<file path="src/ccrc_pkg.sv">
// Package for the chunked CRC-32 checksum engine.
// Holds widths, register indexes, beat structs and the byte-wise CRC update.
// No dependencies.
package ccrc_pkg;

    // Chunk length after the optional leading chunk
    localparam int CHUNK_SIZE = 512;

    // Leading chunk length register width
    localparam int FLEN_W = 10;
    localparam int FLEN_MAX = (1 << FLEN_W) - 1;

    // Byte counter covers the longest possible chunk
    localparam int CNT_MAX = (CHUNK_SIZE > FLEN_MAX) ? CHUNK_SIZE : FLEN_MAX;
    localparam int CNT_W = $clog2(CNT_MAX + 1);
    localparam logic [CNT_W-1:0] CHUNK_LIMIT = CNT_W'(CHUNK_SIZE);

    // Configuration port
    localparam int CFG_IDX_W = 2;
    localparam int CFG_DATA_W = FLEN_W;
    localparam logic [CFG_IDX_W-1:0] REG_CHECK_MODE = 2'd0;
    localparam logic [CFG_IDX_W-1:0] REG_FIRST_LEN = 2'd1;

    // Reflected CRC-32 polynomial
    localparam logic [31:0] CRC_POLY = 32'hEDB8_8320;

    typedef struct packed {
        logic [7:0]  data_byte;
        logic        last_byte;
        logic [31:0] expected_crc;
    } t_in_beat;

    typedef struct packed {
        logic [31:0] chunk_crc;
        logic        chunk_match;
        logic        all_match;
        logic        length_error;
        logic        buffer_done;
    } t_result;

    typedef struct packed {
        logic                  vld;
        logic [CFG_IDX_W-1:0]  idx;
        logic [CFG_DATA_W-1:0] data;
    } t_cfg_wr;

    // One byte through the reflected CRC, LSB first
    function automatic logic [31:0] crc_byte(input logic [31:0] crc, input logic [7:0] b);
        logic [31:0] c;
        c = crc ^ {24'd0, b};
        for (int k = 0; k < 8; k++) begin
            c = c[0] ? ((c >> 1) ^ CRC_POLY) : (c >> 1);
        end
        return c;
    endfunction

endpackage

</file>
<file path="src/ccrc_in_reg.sv">
// Input register stage of the chunked CRC-32 engine.
// Holds one accepted beat until the core consumes it. Uses ccrc_pkg.
module ccrc_in_reg (
    input  logic              i_clk,
    input  logic              i_rst_n,
    input  logic              i_valid,
    output logic              o_ready,
    input  ccrc_pkg::t_in_beat i_beat,
    output logic              o_valid,
    output ccrc_pkg::t_in_beat o_beat,
    input  logic              i_take
);
    import ccrc_pkg::*;

    logic     r_vld;
    t_in_beat r_beat;

    // Free when empty or when the held beat moves on this cycle
    assign o_ready = !r_vld || i_take;
    assign o_valid = r_vld;
    assign o_beat  = r_beat;

    always_ff @(posedge i_clk) begin
        if (!i_rst_n) begin
            r_vld <= 1'b0;
        end else if (o_ready) begin
            r_vld <= i_valid;
        end
    end

    // Payload, no reset
    always_ff @(posedge i_clk) begin
        if (i_valid && o_ready) begin
            r_beat <= i_beat;
        end
    end

endmodule

</file>
<file path="src/ccrc_core.sv">
// Chunk tracking, CRC update, check logic and result register.
// Holds configuration registers and per-buffer state. Uses ccrc_pkg.
module ccrc_core (
    input  logic               i_clk,
    input  logic               i_rst_n,
    input  ccrc_pkg::t_cfg_wr  i_cfg,
    input  logic               i_valid,
    input  ccrc_pkg::t_in_beat i_beat,
    output logic               o_take,
    output logic               o_res_valid,
    output ccrc_pkg::t_result  o_res,
    input  logic               i_res_ready
);
    import ccrc_pkg::*;

    // Configuration
    logic              r_check_mode;
    logic [FLEN_W-1:0] r_first_len;

    // Buffer state
    logic [31:0]      r_crc;
    logic [CNT_W-1:0] r_cnt;
    logic             r_in_first;
    logic             r_pass;
    logic             r_mid;

    // Result register
    logic    r_res_vld;
    t_result r_res;

    logic [31:0]      n_crc;
    logic [CNT_W-1:0] n_cnt;
    logic [CNT_W-1:0] w_first_lim;
    logic [CNT_W-1:0] w_limit;
    logic             w_closes;
    logic             w_short;
    logic             w_match;
    logic             w_pass;

    // Per-byte datapath
    always_comb begin
        w_first_lim = CNT_W'(r_first_len);
        w_limit     = r_in_first ? w_first_lim : CHUNK_LIMIT;
        n_crc       = crc_byte(r_crc, i_beat.data_byte);
        n_cnt       = r_cnt + CNT_W'(1);
        w_closes    = (n_cnt >= w_limit) || i_beat.last_byte;
        w_short     = i_beat.last_byte && r_in_first && (n_cnt < w_first_lim);
        if (w_short) begin
            w_match = 1'b0;
        end else begin
            w_match = r_check_mode ? (n_crc == i_beat.expected_crc) : 1'b1;
        end
        w_pass = r_pass && w_match;
    end

    // A beat that closes a chunk needs room in the result register
    assign o_take = i_valid && (!w_closes || !r_res_vld || i_res_ready);

    // Configuration writes and buffer state
    always_ff @(posedge i_clk) begin
        if (!i_rst_n) begin
            r_check_mode <= 1'b0;
            r_first_len  <= '0;
            r_crc        <= '0;
            r_cnt        <= '0;
            r_in_first   <= 1'b0;
            r_pass       <= 1'b1;
            r_mid        <= 1'b0;
        end else begin
            if (i_cfg.vld) begin
                case (i_cfg.idx)
                    REG_CHECK_MODE: r_check_mode <= i_cfg.data[0];
                    REG_FIRST_LEN: begin
                        r_first_len <= i_cfg.data;
                        if (!r_mid) begin
                            r_in_first <= (i_cfg.data != '0);
                        end
                    end
                    default: ;
                endcase
            end
            if (o_take) begin
                if (!w_closes) begin
                    r_crc <= n_crc;
                    r_cnt <= n_cnt;
                    r_mid <= 1'b1;
                end else if (i_beat.last_byte) begin
                    r_crc      <= '0;
                    r_cnt      <= '0;
                    r_in_first <= (r_first_len != '0);
                    r_pass     <= 1'b1;
                    r_mid      <= 1'b0;
                end else begin
                    r_crc      <= '0;
                    r_cnt      <= '0;
                    r_in_first <= 1'b0;
                    r_pass     <= w_pass;
                    r_mid      <= 1'b1;
                end
            end
        end
    end

    // Result valid
    always_ff @(posedge i_clk) begin
        if (!i_rst_n) begin
            r_res_vld <= 1'b0;
        end else if (o_take && w_closes) begin
            r_res_vld <= 1'b1;
        end else if (i_res_ready) begin
            r_res_vld <= 1'b0;
        end
    end

    // Result payload
    always_ff @(posedge i_clk) begin
        if (o_take && w_closes) begin
            r_res.chunk_crc    <= n_crc;
            r_res.chunk_match  <= w_match;
            r_res.all_match    <= w_pass;
            r_res.length_error <= w_short;
            r_res.buffer_done  <= i_beat.last_byte;
        end
    end

    assign o_res_valid = r_res_vld;
    assign o_res       = r_res;

endmodule

</file>
<file path="src/chunked_crc32_checksum_engine.sv">
// Top level of the chunked CRC-32 checksum engine.
// Instantiates ccrc_in_reg and ccrc_core. Uses ccrc_pkg.
//
//  channel | direction | handshake                 | payload
//  --------+-----------+---------------------------+-------------------------------------
//  cfg     | in        | i_cfg_valid / o_cfg_ready | i_cfg_index, i_cfg_data
//  in      | in        | i_in_valid / o_in_ready   | i_data_byte, i_last_byte, i_expected_crc
//  out     | out       | o_out_valid / i_out_ready | o_chunk_crc .. o_buffer_done
//
// One byte per cycle sustained while no chunk-closing beat waits on a stalled result;
// a beat is held in the input register, then the CRC update and chunk close decision
// write the result register.
// Reset is synchronous, active low; no clearing pass is needed.
// A stalled result holds the input register only when the next beat closes a chunk.
module chunked_crc32_checksum_engine (
    input  logic                                i_clk,
    input  logic                                i_rst_n,
    input  logic                                i_cfg_valid,
    output logic                                o_cfg_ready,
    input  logic [ccrc_pkg::CFG_IDX_W-1:0]      i_cfg_index,
    input  logic [ccrc_pkg::CFG_DATA_W-1:0]     i_cfg_data,
    input  logic                                i_in_valid,
    output logic                                o_in_ready,
    input  logic [7:0]                          i_data_byte,
    input  logic                                i_last_byte,
    input  logic [31:0]                         i_expected_crc,
    output logic                                o_out_valid,
    input  logic                                i_out_ready,
    output logic [31:0]                         o_chunk_crc,
    output logic                                o_chunk_match,
    output logic                                o_all_match,
    output logic                                o_length_error,
    output logic                                o_buffer_done
);
    import ccrc_pkg::*;

    t_in_beat w_in_beat;
    t_in_beat w_s1_beat;
    t_cfg_wr  w_cfg;
    t_result  w_res;
    logic     w_s1_vld;
    logic     w_take;

    // Pack input beat and config write
    assign w_in_beat = '{data_byte: i_data_byte, last_byte: i_last_byte,
                         expected_crc: i_expected_crc};
    assign o_cfg_ready = 1'b1;
    assign w_cfg = '{vld: i_cfg_valid, idx: i_cfg_index, data: i_cfg_data};

    ccrc_in_reg u_in_reg (
        .i_clk   (i_clk),
        .i_rst_n (i_rst_n),
        .i_valid (i_in_valid),
        .o_ready (o_in_ready),
        .i_beat  (w_in_beat),
        .o_valid (w_s1_vld),
        .o_beat  (w_s1_beat),
        .i_take  (w_take)
    );

    ccrc_core u_core (
        .i_clk       (i_clk),
        .i_rst_n     (i_rst_n),
        .i_cfg       (w_cfg),
        .i_valid     (w_s1_vld),
        .i_beat      (w_s1_beat),
        .o_take      (w_take),
        .o_res_valid (o_out_valid),
        .o_res       (w_res),
        .i_res_ready (i_out_ready)
    );

    // Unpack result beat
    assign o_chunk_crc    = w_res.chunk_crc;
    assign o_chunk_match  = w_res.chunk_match;
    assign o_all_match    = w_res.all_match;
    assign o_length_error = w_res.length_error;
    assign o_buffer_done  = w_res.buffer_done;

endmodule

</file>
<file path="config.mk">
export PLATFORM = sky130hd
export DESIGN_NAME = chunked_crc32_checksum_engine
export DESIGN_NICKNAME = d
export VERILOG_FILES = /design/src/ccrc_pkg.sv /design/src/ccrc_in_reg.sv /design/src/ccrc_core.sv /design/src/chunked_crc32_checksum_engine.sv
export SDC_FILE = /design/constraint.sdc
export NUM_CORES = 1
export LEC_CHECK = 0
export BUFFER_PORTS_ARGS = -buffer_cell sky130_fd_sc_hd__buf_2
export CORE_ASPECT_RATIO = 1.1
export CORE_MARGIN = 3
export CORE_UTILIZATION = 52
export DETAILED_ROUTE_END_ITERATION = 10
export PLACE_DENSITY = 0.86
export SLEW_MARGIN = 20
export SYNTH_ARGS = -nofsm -noshare
export SYNTH_HDL_FRONTEND = slang
export SYNTH_SLANG_ARGS = --single-unit
</file>
<file path="constraint.sdc">
create_clock -name i_clk -period 5.3 [get_ports i_clk]
set_clock_uncertainty 0.1 [all_clocks]
set_input_delay 0.795 -clock i_clk [delete_from_list [all_inputs] [get_ports i_clk]]
set_output_delay 0.795 -clock i_clk [all_outputs]
set_load 0.02 [all_outputs]
</file>
==> results of run 1 <==
[logic make-up (layout without fill, tap and decap cells)]
family | count (synthesis) | in the layout | synth area share, %
adders and majority gates | 20 | 20 | 3.478
and+or+nand+nor | 122 | 122 | 9.051
buffers and inverters | 49 | 151 | 2.751
other | 1 | 1 | 0.05319
AOI/OAI and AO/OA | 128 | 128 | 12.16
muxes | 13 | 13 | 1.863
xor gates and xnor gates | 121 | 121 | 21.38
DFF | 135 | 135 | 49.26
[sequential cells by signal (all words and copies together), names as in the netlist]
register             flops
u_core.o_res            36
u_core.r_check_mode      1
u_core.o_res_valid       1
u_core.r_pass            1
u_core.r_first_len      10
u_core.r_cnt            10
u_in_reg.o_beat         41
u_core.r_mid             1
u_core.r_in_first        1
u_core.r_crc            32
u_in_reg.o_valid         1
[power by group through the flow]
stage	Clock [uW]	Sequential (uW)	Combinational (uW)
2_1_floorplan	0	1290	545
6_report	1260	1250	785
5_1_grt	1320	1260	836
3_5_place_dp	0	1270	772
4_1_cts	1270	1250	781
3_3_place_gp	0	1270	757
[layer usage]
metal	share of wire (%)	track usage, %	vias to the layer above
li1	-	-	2352
met1	40	27.65	2495
met2	50	37.19	235
met3	6.3	5.382	50
met4	3.9	10.93	0
met5	0	0	-
[layout make-up]
class | count | area (um2) | share of cell area (%)
clock buffers | 19 | 432.9 | 5.204
clock inverters | 13 | 196.4 | 2.361
inverters | 15 | 56.30 | 0.6768
multi-input cells | 405 | 3400 | 40.86
flip-flops and latches | 135 | 3473 | 41.75
well taps | 161 | 201.4 | 2.421
repair buffers | 104 | 559.3 | 6.723
[synthesized netlist by cell type (2+ instances only)]
| library cell | instances |
|---|---|
| a21o_1 | 4 |
| a21oi_1 | 45 |
| a311oi_1 | 6 |
| a31oi_1 | 7 |
| and2_1 | 3 |
| and3_1 | 2 |
| buf_1 | 8 |
| buf_2 | 5 |
| clkbuf_1 | 20 |
| dfxtp_1 | 58 |
| edfxtp_1 | 77 |
| ha_1 | 18 |
| inv_1 | 15 |
| maj3_1 | 2 |
| mux2i_1 | 12 |
| nand2_1 | 16 |
| nand2b_1 | 3 |
| nand3_1 | 44 |
| nand4_1 | 2 |
| nor2_1 | 19 |
| nor2b_1 | 3 |
| nor3_1 | 10 |
| nor3b_1 | 2 |
| nor4_1 | 7 |
| o211a_1 | 3 |
| o211ai_1 | 37 |
| o21a_1 | 6 |
| o21ai_0 | 6 |
| or3_1 | 6 |
| xnor2_1 | 51 |
| xnor2_2 | 6 |
| xnor2_4 | 6 |
| xnor3_1 | 10 |
| xor2_1 | 38 |
| xor2_2 | 2 |
| xor2_4 | 3 |
| xor3_1 | 2 |
[placed cells by master (no fill, tap or decap), types with 6 or more instances in the layout]
| master | synthesis | routed |
|---|---|---|
| xnor2_4 | 6 | 6 |
| xnor3_1 | 10 | 10 |
| o211ai_1 | 37 | 37 |
| a21oi_1 | 45 | 45 |
| nand2_1 | 16 | 16 |
| xnor2_2 | 6 | 6 |
| nand3_1 | 44 | 44 |
| nor2_1 | 19 | 19 |
| mux2i_1 | 12 | 12 |
| xor2_1 | 38 | 38 |
| o21a_1 | 6 | 6 |
| a31oi_1 | 7 | 7 |
| clkbuf_16 | 0 | 17 |
| a311oi_1 | 6 | 6 |
| or3_1 | 6 | 6 |
| nor3_1 | 10 | 10 |
| nor4_1 | 7 | 7 |
| inv_1 | 15 | 15 |
| o21ai_0 | 6 | 6 |
| edfxtp_1 | 77 | 77 |
| buf_2 | 5 | 95 |
| dfxtp_1 | 58 | 58 |
| xnor2_1 | 51 | 51 |
| buf_4 | 1 | 7 |
| ha_1 | 18 | 18 |
[worst max-delay path by stage]
stage / start / to
after floorplan: u_core.r_cnt[0] / u_in_reg.o_beat[0]
after global placement: u_core.r_cnt[0] / u_in_reg.o_beat[20]
after detailed placement: u_core.r_cnt[0] / u_in_reg.o_beat[20]
after CTS: u_core.r_cnt[0] / o_in_ready
after global routing: u_core.r_cnt[0] / o_in_ready
final: u_core.r_cnt[0] / o_in_ready
[through the flow]
stage | hold slack, ns | setup WS, ns | util [%]
2_1_floorplan | 0.3244 | 0.6841 | -
3_3_place_gp | 0.3740 | 1.021 | 58.12
3_5_place_dp | 0.3819 | 0.7973 | 58.12
4_1_cts | 0.3982 | 0.5748 | 62.88
5_1_grt | 0.4242 | 0.3024 | 62.96
6_report | 0.3966 | 0.5747 | 62.96
[worst reg2reg max path, delay by kind of cell, from the launching register on]
kind            cells  cell delay [ns]
compound gates      3             0.65
xor+xnor            1             0.31
simple gates        4             1.45
flops               1             0.41
buf+inv             1             0.28
fa+ha+maj           3             0.90
==> impl_metrics.tcl, run 1 <==
set metrics [dict create \
    syn-num-nets 665 \
    postCtsSetupBuffers 0 \
    dr.pass1.iters 5 \
    cts_resized 0 \
    area_delta_synth_final_pct 17.99 \
    dp_hpwl_mm 11.16 \
    layout-drive-gt1-share_pct 23.59 \
    hp-class "flip-flop to flip-flop" \
    h-tree-depth 4 \
    place_inst 819 \
    cp.arrival_ns 3.83 \
    pin_count 97 \
    grt_max_degree 57 \
    worstPathBufferInverterCount 2 \
    routedWlPerCell_um 18.95 \
    hold_viol_final 0 \
    drc_errors 0 \
    power_uw 3296 \
    fp.dieH_um 128.1 \
    tritoncts "yes" \
    cts-root-buf "clkbuf_16" \
    fin_nets 754 \
    reg2reg_depth 12 \
    peakVddDrop_mv 0.2429 \
    power_frac_clock_pct 38.1 \
    worstSetupPathType "flip-flop to output port" \
    clockBufferDepth 2 \
    status "finished clean" \
    power_frac_seq_pct 38.0 \
    drt_iter0_drc 488 \
    yosysSeqAreaShare_pct 49.26 \
    num_antenna_cells 0 \
    netlist_instances 589 \
    syn_area_um2 7051 \
    ant_nets 0 \
    r2r_start "u_core.r_cnt[0]" \
    die_w_um 117.0 \
    path_delay_family "adder cells" \
    synth_top_cell_area_share_pct 32.80 \
    ys_ff_latch 135 \
    synth_top_cell_by_area "edfxtp_1" \
    worstSetupEndpointType "output port" \
    worst_slew_pin_slew_ns 0.9583 \
    cts.reportedPaths.clkPinSlew_ns 0.06 \
    grt_usage_pct 22.58 \
    viasPerCell 6.023 \
    initial_core_util_pct 53.36 \
    finalMaxSlewViolations 0 \
    place.gp.congestion 0.8853 \
    finalSetupTns_ns 0 \
    finalSetupViolCount 0 \
    pwr-share-comb_pct 23.8 \
    worst-path-stages 12 \
    power.density_nw_per_um2 396.2 \
    dieArea_um2 14990 \
    final_cells 852 \
    syn-mean-instance-area_um2 11.97 \
    switching_share_pct 29.18 \
    cts_made_buffers 17 \
    intPower_uw 2334 \
    grt_pass1_vias 5153 \
    ys_types 62 \
    grt-ovfl-total 0 \
    setup.worst_path.start_class "flip-flop" \
    worst_skew_pair.late_latency_ns 0.43 \
    synth.top_cells.by_area "edfxtp_1 33%, dfxtp_1 16%, xnor2_1 6.3%" \
    worst_path_max_delay_cell "dfxtp_1" \
    p_leak_uw 0.003216 \
    grt_first_pass_wirelength_mm 25.90 \
    clock.fmax_ghz 0.2116 \
    rows 44 \
    yosys_warnings 0 \
    dpl_cell_area_um2 7679 \
    maxCapViolations 0 \
    crit_path_max_fanout 46 \
    worst_r2r_endpoint "u_in_reg.o_beat[20]" \
    cts_hold_buf 0 \
    vias 5132 \
    synth_edf_count 77 \
    hp-start "u_core.r_check_mode" \
    min_path_cells 1 \
    wirelength_mm 16.15 \
    core-area_um2 13210 \
    rsz0062_at_grt "false" \
    clock_sinks 135 \
    relSlewSlack_pct 36.11 \
    period_share_pct 89.16 \
    antenna_found_initial 0 \
    fin_area_um2 8319 \
    crit_chain "ha_1 > and3_1 > and3_1 > nand3_1 > xnor2_1 > ha_1 > a21oi_1 > o21ai_0 > maj3_1 > buf_4 > o2111ai_1 > buf_2" \
    n_fill_cell 1016 \
    r2r_slack_ns 0.78 \
    slowest_delay_ns 0.41 \
    worstHoldEndpoint "u_core.r_pass" \
    switchingPower_uw 961.8 \
    period_minus_slack_ns 4.725 \
    io_buffer_count 95 \
    required_ns 4.41 \
    synthArstFlopShare_pct 0 \
    ys.flop_type "edfxtp_1" \
]
Power figures use the tool's default switching activity.
==> run 2, diff against run 1 <==
Settings changed: CELL_PAD_IN_SITES_DETAIL_PLACEMENT from default to 2, CELL_PAD_IN_SITES_GLOBAL_PLACEMENT from default to 2, CORE_UTILIZATION 52 to 25, PLACE_DENSITY 0.86 to 0.68.
==> run 2 against run 1 <==
  * Sequential share of layout area shrank 0.90 points
  * First-iteration DRC count decreased by 56%
  * Via count shrank 2.3%
==> impl_metrics.tcl, run 2 (synthesis gave the netlist of run 1 again) <==
set metrics [dict create \
    finalMaxSlewViolations 0 \
    maxCapViolations 0 \
    worst_slew_pin_slew_ns 0.8484 \
    status "finished clean" \
    clock_sinks 135 \
    intPower_uw 2239 \
    required_ns 4.41 \
    switching_share_pct 30.70 \
    worst_skew_pair.late_latency_ns 0.43 \
    reg2reg_depth 12 \
    wirelength_mm 21.18 \
    cts_hold_buf 0 \
    h-tree-depth 4 \
    tritoncts "yes" \
    area_delta_synth_final_pct 20.59 \
    core-area_um2 27350 \
    use_met2_pct 24.76 \
    cp.arrival_ns 3.61 \
    cts_resized 0 \
    period_minus_slack_ns 4.509 \
    cts_made_buffers 17 \
    power_frac_seq_pct 38.9 \
    period_share_pct 85.07 \
    largest_reg_flops 41 \
    finalSetupViolCount 0 \
    antenna_found_initial 0 \
    gr-usage-met1_pct 17.98 \
    relSlewSlack_pct 43.24 \
    mostFrequentLayoutCell "buf_2" \
    power_frac_clock_pct 36.1 \
    cts.reportedPaths.clkPinSlew_ns 0.06 \
    drc_errors 0 \
    seq_area_um2 3473 \
    grt_usage_pct 14.16 \
    ant_nets 0 \
    layout-drive-gt1-share_pct 24.13 \
    met3_usage_pct 2.816 \
    pin_count 97 \
    dp_hpwl_mm 14.63 \
    num_antenna_cells 0 \
    initial_core_util_pct 25.78 \
    power.density_nw_per_um2 379.9 \
    worst_r2r_endpoint "u_in_reg.o_beat[30]" \
    min_path_cells 1 \
    drt_iter0_drc 217 \
    worstSetupPathType "flip-flop to output port" \
    n_fill_cell 2939 \
    r2r_start "u_core.r_cnt[0]" \
    multi_input_area_um2 3402 \
    p_leak_uw 0.003202 \
    grt_max_degree 56 \
    viasPerCell 4.780 \
    die_w_um 166.1 \
    peakVddDrop_mv 0.2005 \
    clockBufferDepth 2 \
    io_buffer_count 95 \
    grt_pass1_vias 5414 \
    hp-start "u_core.r_check_mode" \
    clock.fmax_ghz 0.2218 \
    grt_first_pass_wirelength_mm 33.15 \
    place.gp.congestion 0.7475 \
    switchingPower_uw 991.8 \
    mostFrequentLayoutCells "95 x buf_2, 77 x edfxtp_1, 58 x dfxtp_1" \
    finalSetupTns_ns 0 \
    hold_ws_ns 0.4050 \
    setup.worst_path.start_class "flip-flop" \
    crit_path_max_fanout 6 \
    fp.dieH_um 182.1 \
    fin_nets 755 \
    hp-class "flip-flop to flip-flop" \
    worstSetupEndpointType "output port" \
    rsz0062_at_grt "false" \
    cts-root-buf "clkbuf_16" \
    dr.pass1.iters 4 \
    pwr-share-comb_pct 24.9 \
    grt_most_used_layer "met2" \
    worstHoldEndpoint "u_core.r_pass" \
    r2r_slack_ns 0.99 \
    postCtsSetupBuffers 0 \
    dieArea_um2 30260 \
    grt-ovfl-total 0 \
    hold_viol_final 0 \
    rows 63 \
    place_inst 1017 \
    routedWlPerCell_um 20.19 \
    power_uw 3230 \
    vias 5014 \
    final_cells 1049 \
]
## run 2: cell types whose count changed in the layout (fill, tap and decap cells not counted), moves of 2 or more
cell and delta:
inv_6 -2, buf_4 +3, clkinv_2 +7, clkbuf_1 -2, bufinv_16 -2
## run 2: how the worst max path moves through the flow
stage                                from                  end  slack (ns)  cells past startpoint
after floorplan           u_core.r_cnt[0]   u_in_reg.o_beat[0]        0.68                     12
after global placement    u_core.r_cnt[0]  u_in_reg.o_beat[29]        1.18                     12
after detailed placement  u_core.r_cnt[0]  u_in_reg.o_beat[28]        0.98                     12
after CTS                 u_core.r_cnt[0]           o_in_ready        0.75                     11
after global routing      u_core.r_cnt[0]           o_in_ready        0.51                     11
final                     u_core.r_cnt[0]           o_in_ready        0.79                     11
## run 2: stage by stage
step / setup WS (ns) / utilization (%) / instance area [um2]
floorplan: 0.6841 / - / 7056
global placement: 1.181 / 28.99 / 7929
detailed placement: 0.9817 / 28.99 / 7929
CTS: 0.7509 / 31.08 / 8502
global route: 0.5064 / 31.08 / 8502
finish: 0.7913 / 31.08 / 8502
## run 2: layer usage
layer	wire length, um	vias to the layer above
met5	0	-
met4	193	0
met3	703	13
met2	10920	99
met1	9362	2561
li1	-	2341
## run 2: power by group through the flow
| stage | sequential (uW) | combinational (uW) | clock [uW] |
|---|---|---|---|
| 2_1_floorplan | 1290 | 545 | 0 |
| 3_3_place_gp | 1280 | 798 | 0 |
| 3_5_place_dp | 1280 | 810 | 0 |
| 4_1_cts | 1260 | 821 | 1200 |
| 5_1_grt | 1260 | 875 | 1250 |
| 6_report | 1260 | 806 | 1170 |
## run 2: cell type report
cell class                 instances  share of cell area [%]
timing repair buffer             105                   6.475
clock buffer                      18                   5.166
sequential                       135                   40.85
inverter                          15                  0.6623
tap                              357                   5.254
clock inverter                    14                   1.575
multi-input combinational        405                   40.01
## run 2: critical path, stage by stage (launching register included)
cell and delay [ns]:
dfxtp_1 0.44, ha_1 0.26, and3_1 0.26, and3_1 0.26, nand3_1 0.11, xnor2_1 0.31, ha_1 0.31, a21oi_1 0.22
o21ai_0 0.13, maj3_1 0.37, o2111ai_1 0.27, buf_2 0.24
==> run 3, diff against run 2 <==
Settings changed: ABC_AREA from default to 1, PLACE_DENSITY 0.68 to 0.74.
==> run 3 against run 2 <==
  * Worst setup slack improved by 0.046 ns
  * Die area increased by 3.6%
  * Flip-flop and latch count unchanged
  * Maximum frequency increased by 1.0%
  * Clock-buffer cell count increased by 2
  * Area after synthesis increased by 3.7%
  * Hold slack got worse by 0.030 ns
  * Global-route usage increased by 2.2 points
  * Design area increased by 3.5%
  * Synthesized cell count increased by 60%
==> impl_metrics.tcl, run 3 <==
set metrics [dict create \
    status "finished clean" \
    num_antenna_cells 0 \
    worst_skew_pair.late_latency_ns 0.43 \
    cp.arrival_ns 4.51 \
    postCtsSetupBuffers 0 \
    netlist_instances 941 \
    clock.fmax_ghz 0.2241 \
    synth_edf_count 77 \
    cts.reportedPaths.clkPinSlew_ns 0.06 \
    period_share_pct 84.20 \
    cts_made_buffers 17 \
    yosysMostFrequentCell "nand2_1" \
    synth_top_cell_area_share_pct 31.63 \
    cts_resized 0 \
    rsz0062_at_grt "false" \
    viasPerCell 4.596 \
    syn_area_um2 7311 \
    setup.worst_path.start_class "flip-flop" \
    grt-ovfl-total 0 \
    grt_usage_pct 16.32 \
    antenna_found_initial 0 \
    cts_hold_buf 0 \
    clock_sinks 135 \
    h-tree-depth 4 \
    grt_pass1_vias 7156 \
    core-area_um2 28710 \
    r2r_slack_ns 0.84 \
    syn-num-nets 1017 \
    n_fill_cell 3356 \
    yosys_warnings 0 \
    finalSetupTns_ns 0 \
    largest_reg_flops 41 \
    power_frac_clock_pct 42.6 \
    power.density_nw_per_um2 350.8 \
    place.gp.congestion 0.7581 \
    dr.pass1.iters 4 \
    ys_ff_latch 135 \
    clockBufferDepth 2 \
    maxCapViolations 0 \
    finalMaxSlewViolations 0 \
    switchingPower_uw 909.3 \
    cts-root-buf "clkbuf_16" \
    synthArstFlopShare_pct 0 \
    fin_nets 1115 \
    power_frac_seq_pct 39.5 \
    vias 6527 \
    drc_errors 0 \
    tritoncts "yes" \
    dieArea_um2 31330 \
    p_leak_uw 0.003962 \
    dp_hpwl_mm 18.55 \
    worstSetupEndpointType "flip-flop" \
    routedWlPerCell_um 17.90 \
    drt_iter0_drc 313 \
    initial_core_util_pct 25.47 \
    pin_count 97 \
    crit_path_max_fanout 22 \
    grt_max_degree 47 \
    die_w_um 169.0 \
    io_buffer_count 95 \
    ant_nets 0 \
    yosysSeqAreaShare_pct 47.51 \
    area_delta_synth_final_pct 20.33 \
    finalSetupViolCount 0 \
    peakVddDrop_mv 0.1953 \
    fp.dieH_um 185.4 \
    synth.top_cells.by_area "edfxtp_1 32%, nand2_1 19%, dfxtp_1 16%" \
    hold_viol_final 0 \
    layout-drive-gt1-share_pct 17.87 \
    wirelength_mm 25.42 \
    intPower_uw 2177 \
    hp-class "flip-flop to flip-flop" \
    ys.flop_type "edfxtp_1" \
    synthTopCellsByCount "376 x nand2_1, 102 x inv_1, 77 x edfxtp_1" \
    hold_ws_ns 0.3755 \
    synth_top_cell_by_area "edfxtp_1" \
    mostFrequentLayoutCells "376 x nand2_1, 100 x inv_1, 95 x buf_2" \
    switching_share_pct 29.47 \
    relSlewSlack_pct 29.40 \
    syn-mean-instance-area_um2 7.769 \
    ys_types 35 \
    rows 65 \
    worst_slew_pin_slew_ns 1.052 \
    period_minus_slack_ns 4.463 \
    pwr-share-comb_pct 18.0 \
    worstSetupPathType "flip-flop to flip-flop" \
    mostFrequentLayoutCell "nand2_1" \
    required_ns 5.35 \
    grt_first_pass_wirelength_mm 39.16 \
]
-- run 3: metrics by stage --
stage / total power (uW) / setup slack (ns) / instances / util, % / cell area [um2]
2_1_floorplan: 1601 / 1.669 / 941 / - / 7311
3_3_place_gp: 1777 / 1.124 / 1388 / 28.42 / 8160
3_5_place_dp: 1800 / 0.8570 / 1388 / 28.42 / 8160
4_1_cts: 3131 / 0.8525 / 1420 / 30.64 / 8797
5_1_grt: 3235 / 0.4626 / 1420 / 30.64 / 8797
6_report: 3086 / 0.8375 / 1420 / 30.64 / 8797
-- run 3: area by class of cell --
class	count	area [um2]	share of cell area, %
inverters	118	450.4	5.120
well taps	368	460.4	5.234
repair buffers	98	498.0	5.661
multi-input cells	669	3278	37.26
flip-flops and latches	135	3473	39.48
clock buffers	20	436.7	4.964
clock inverters	12	200.2	2.276
-- run 3: cell families (layout without fill, tap and decap cells) --
family,after synthesis,count (layout),synth area share [%]
compound gates,86,86,6.230
xor+xnor,21,21,2.618
fa+ha+maj,18,18,3.081
buf+inv,137,248,7.719
flops,135,135,47.51
other cells,1,1,0.05129
simple gates,543,543,32.79
-- run 3: metal layers --
metal | vias up | track usage [%] | routed length [um]
met3 | 20 | 2.711 | 958
li1 | 3209 | - | -
met5 | - | 0 | 0
met4 | 0 | 4.318 | 355
met2 | 113 | 30.29 | 13250
met1 | 3185 | 19.52 | 10850
-- run 3: final timing paths --
path / to / cells past startpoint / startpoint
max: u_core.o_res[21] / 19 / u_core.r_cnt[0]
min reg2reg: u_core.r_crc[28] / 2 / u_core.r_crc[28]
min: u_core.r_crc[28] / 2 / u_core.r_crc[28]
max reg2reg: u_core.o_res[21] / 19 / u_core.r_cnt[0]
-- run 3: power by group through the flow --
stage          logic, uW  registers [uW]  clock network, uW
6_report             554            1220               1310
3_5_place_dp         559            1240                  0
2_1_floorplan        359            1240                  0
5_1_grt              628            1220               1380
3_3_place_gp         538            1240                  0
4_1_cts              565            1220               1350
-- run 3: critical path: stages (launching register included) --
cell and delay [ns]:
dfxtp_1 0.56, ha_1 0.25, nand3_1 0.12, nor2_1 0.18, nand2_1 0.09, xor2_1 0.14, inv_1 0.10, ha_1 0.28
nand2_1 0.04, inv_1 0.06, nand4_1 0.09, nand4_1 0.11, a21oi_1 0.11, o21bai_4 0.20, nand3_1 0.11, nand2_2 0.09
inv_2 0.05, nand2_2 0.09, clkinv_1 0.82, buf_4 0.57
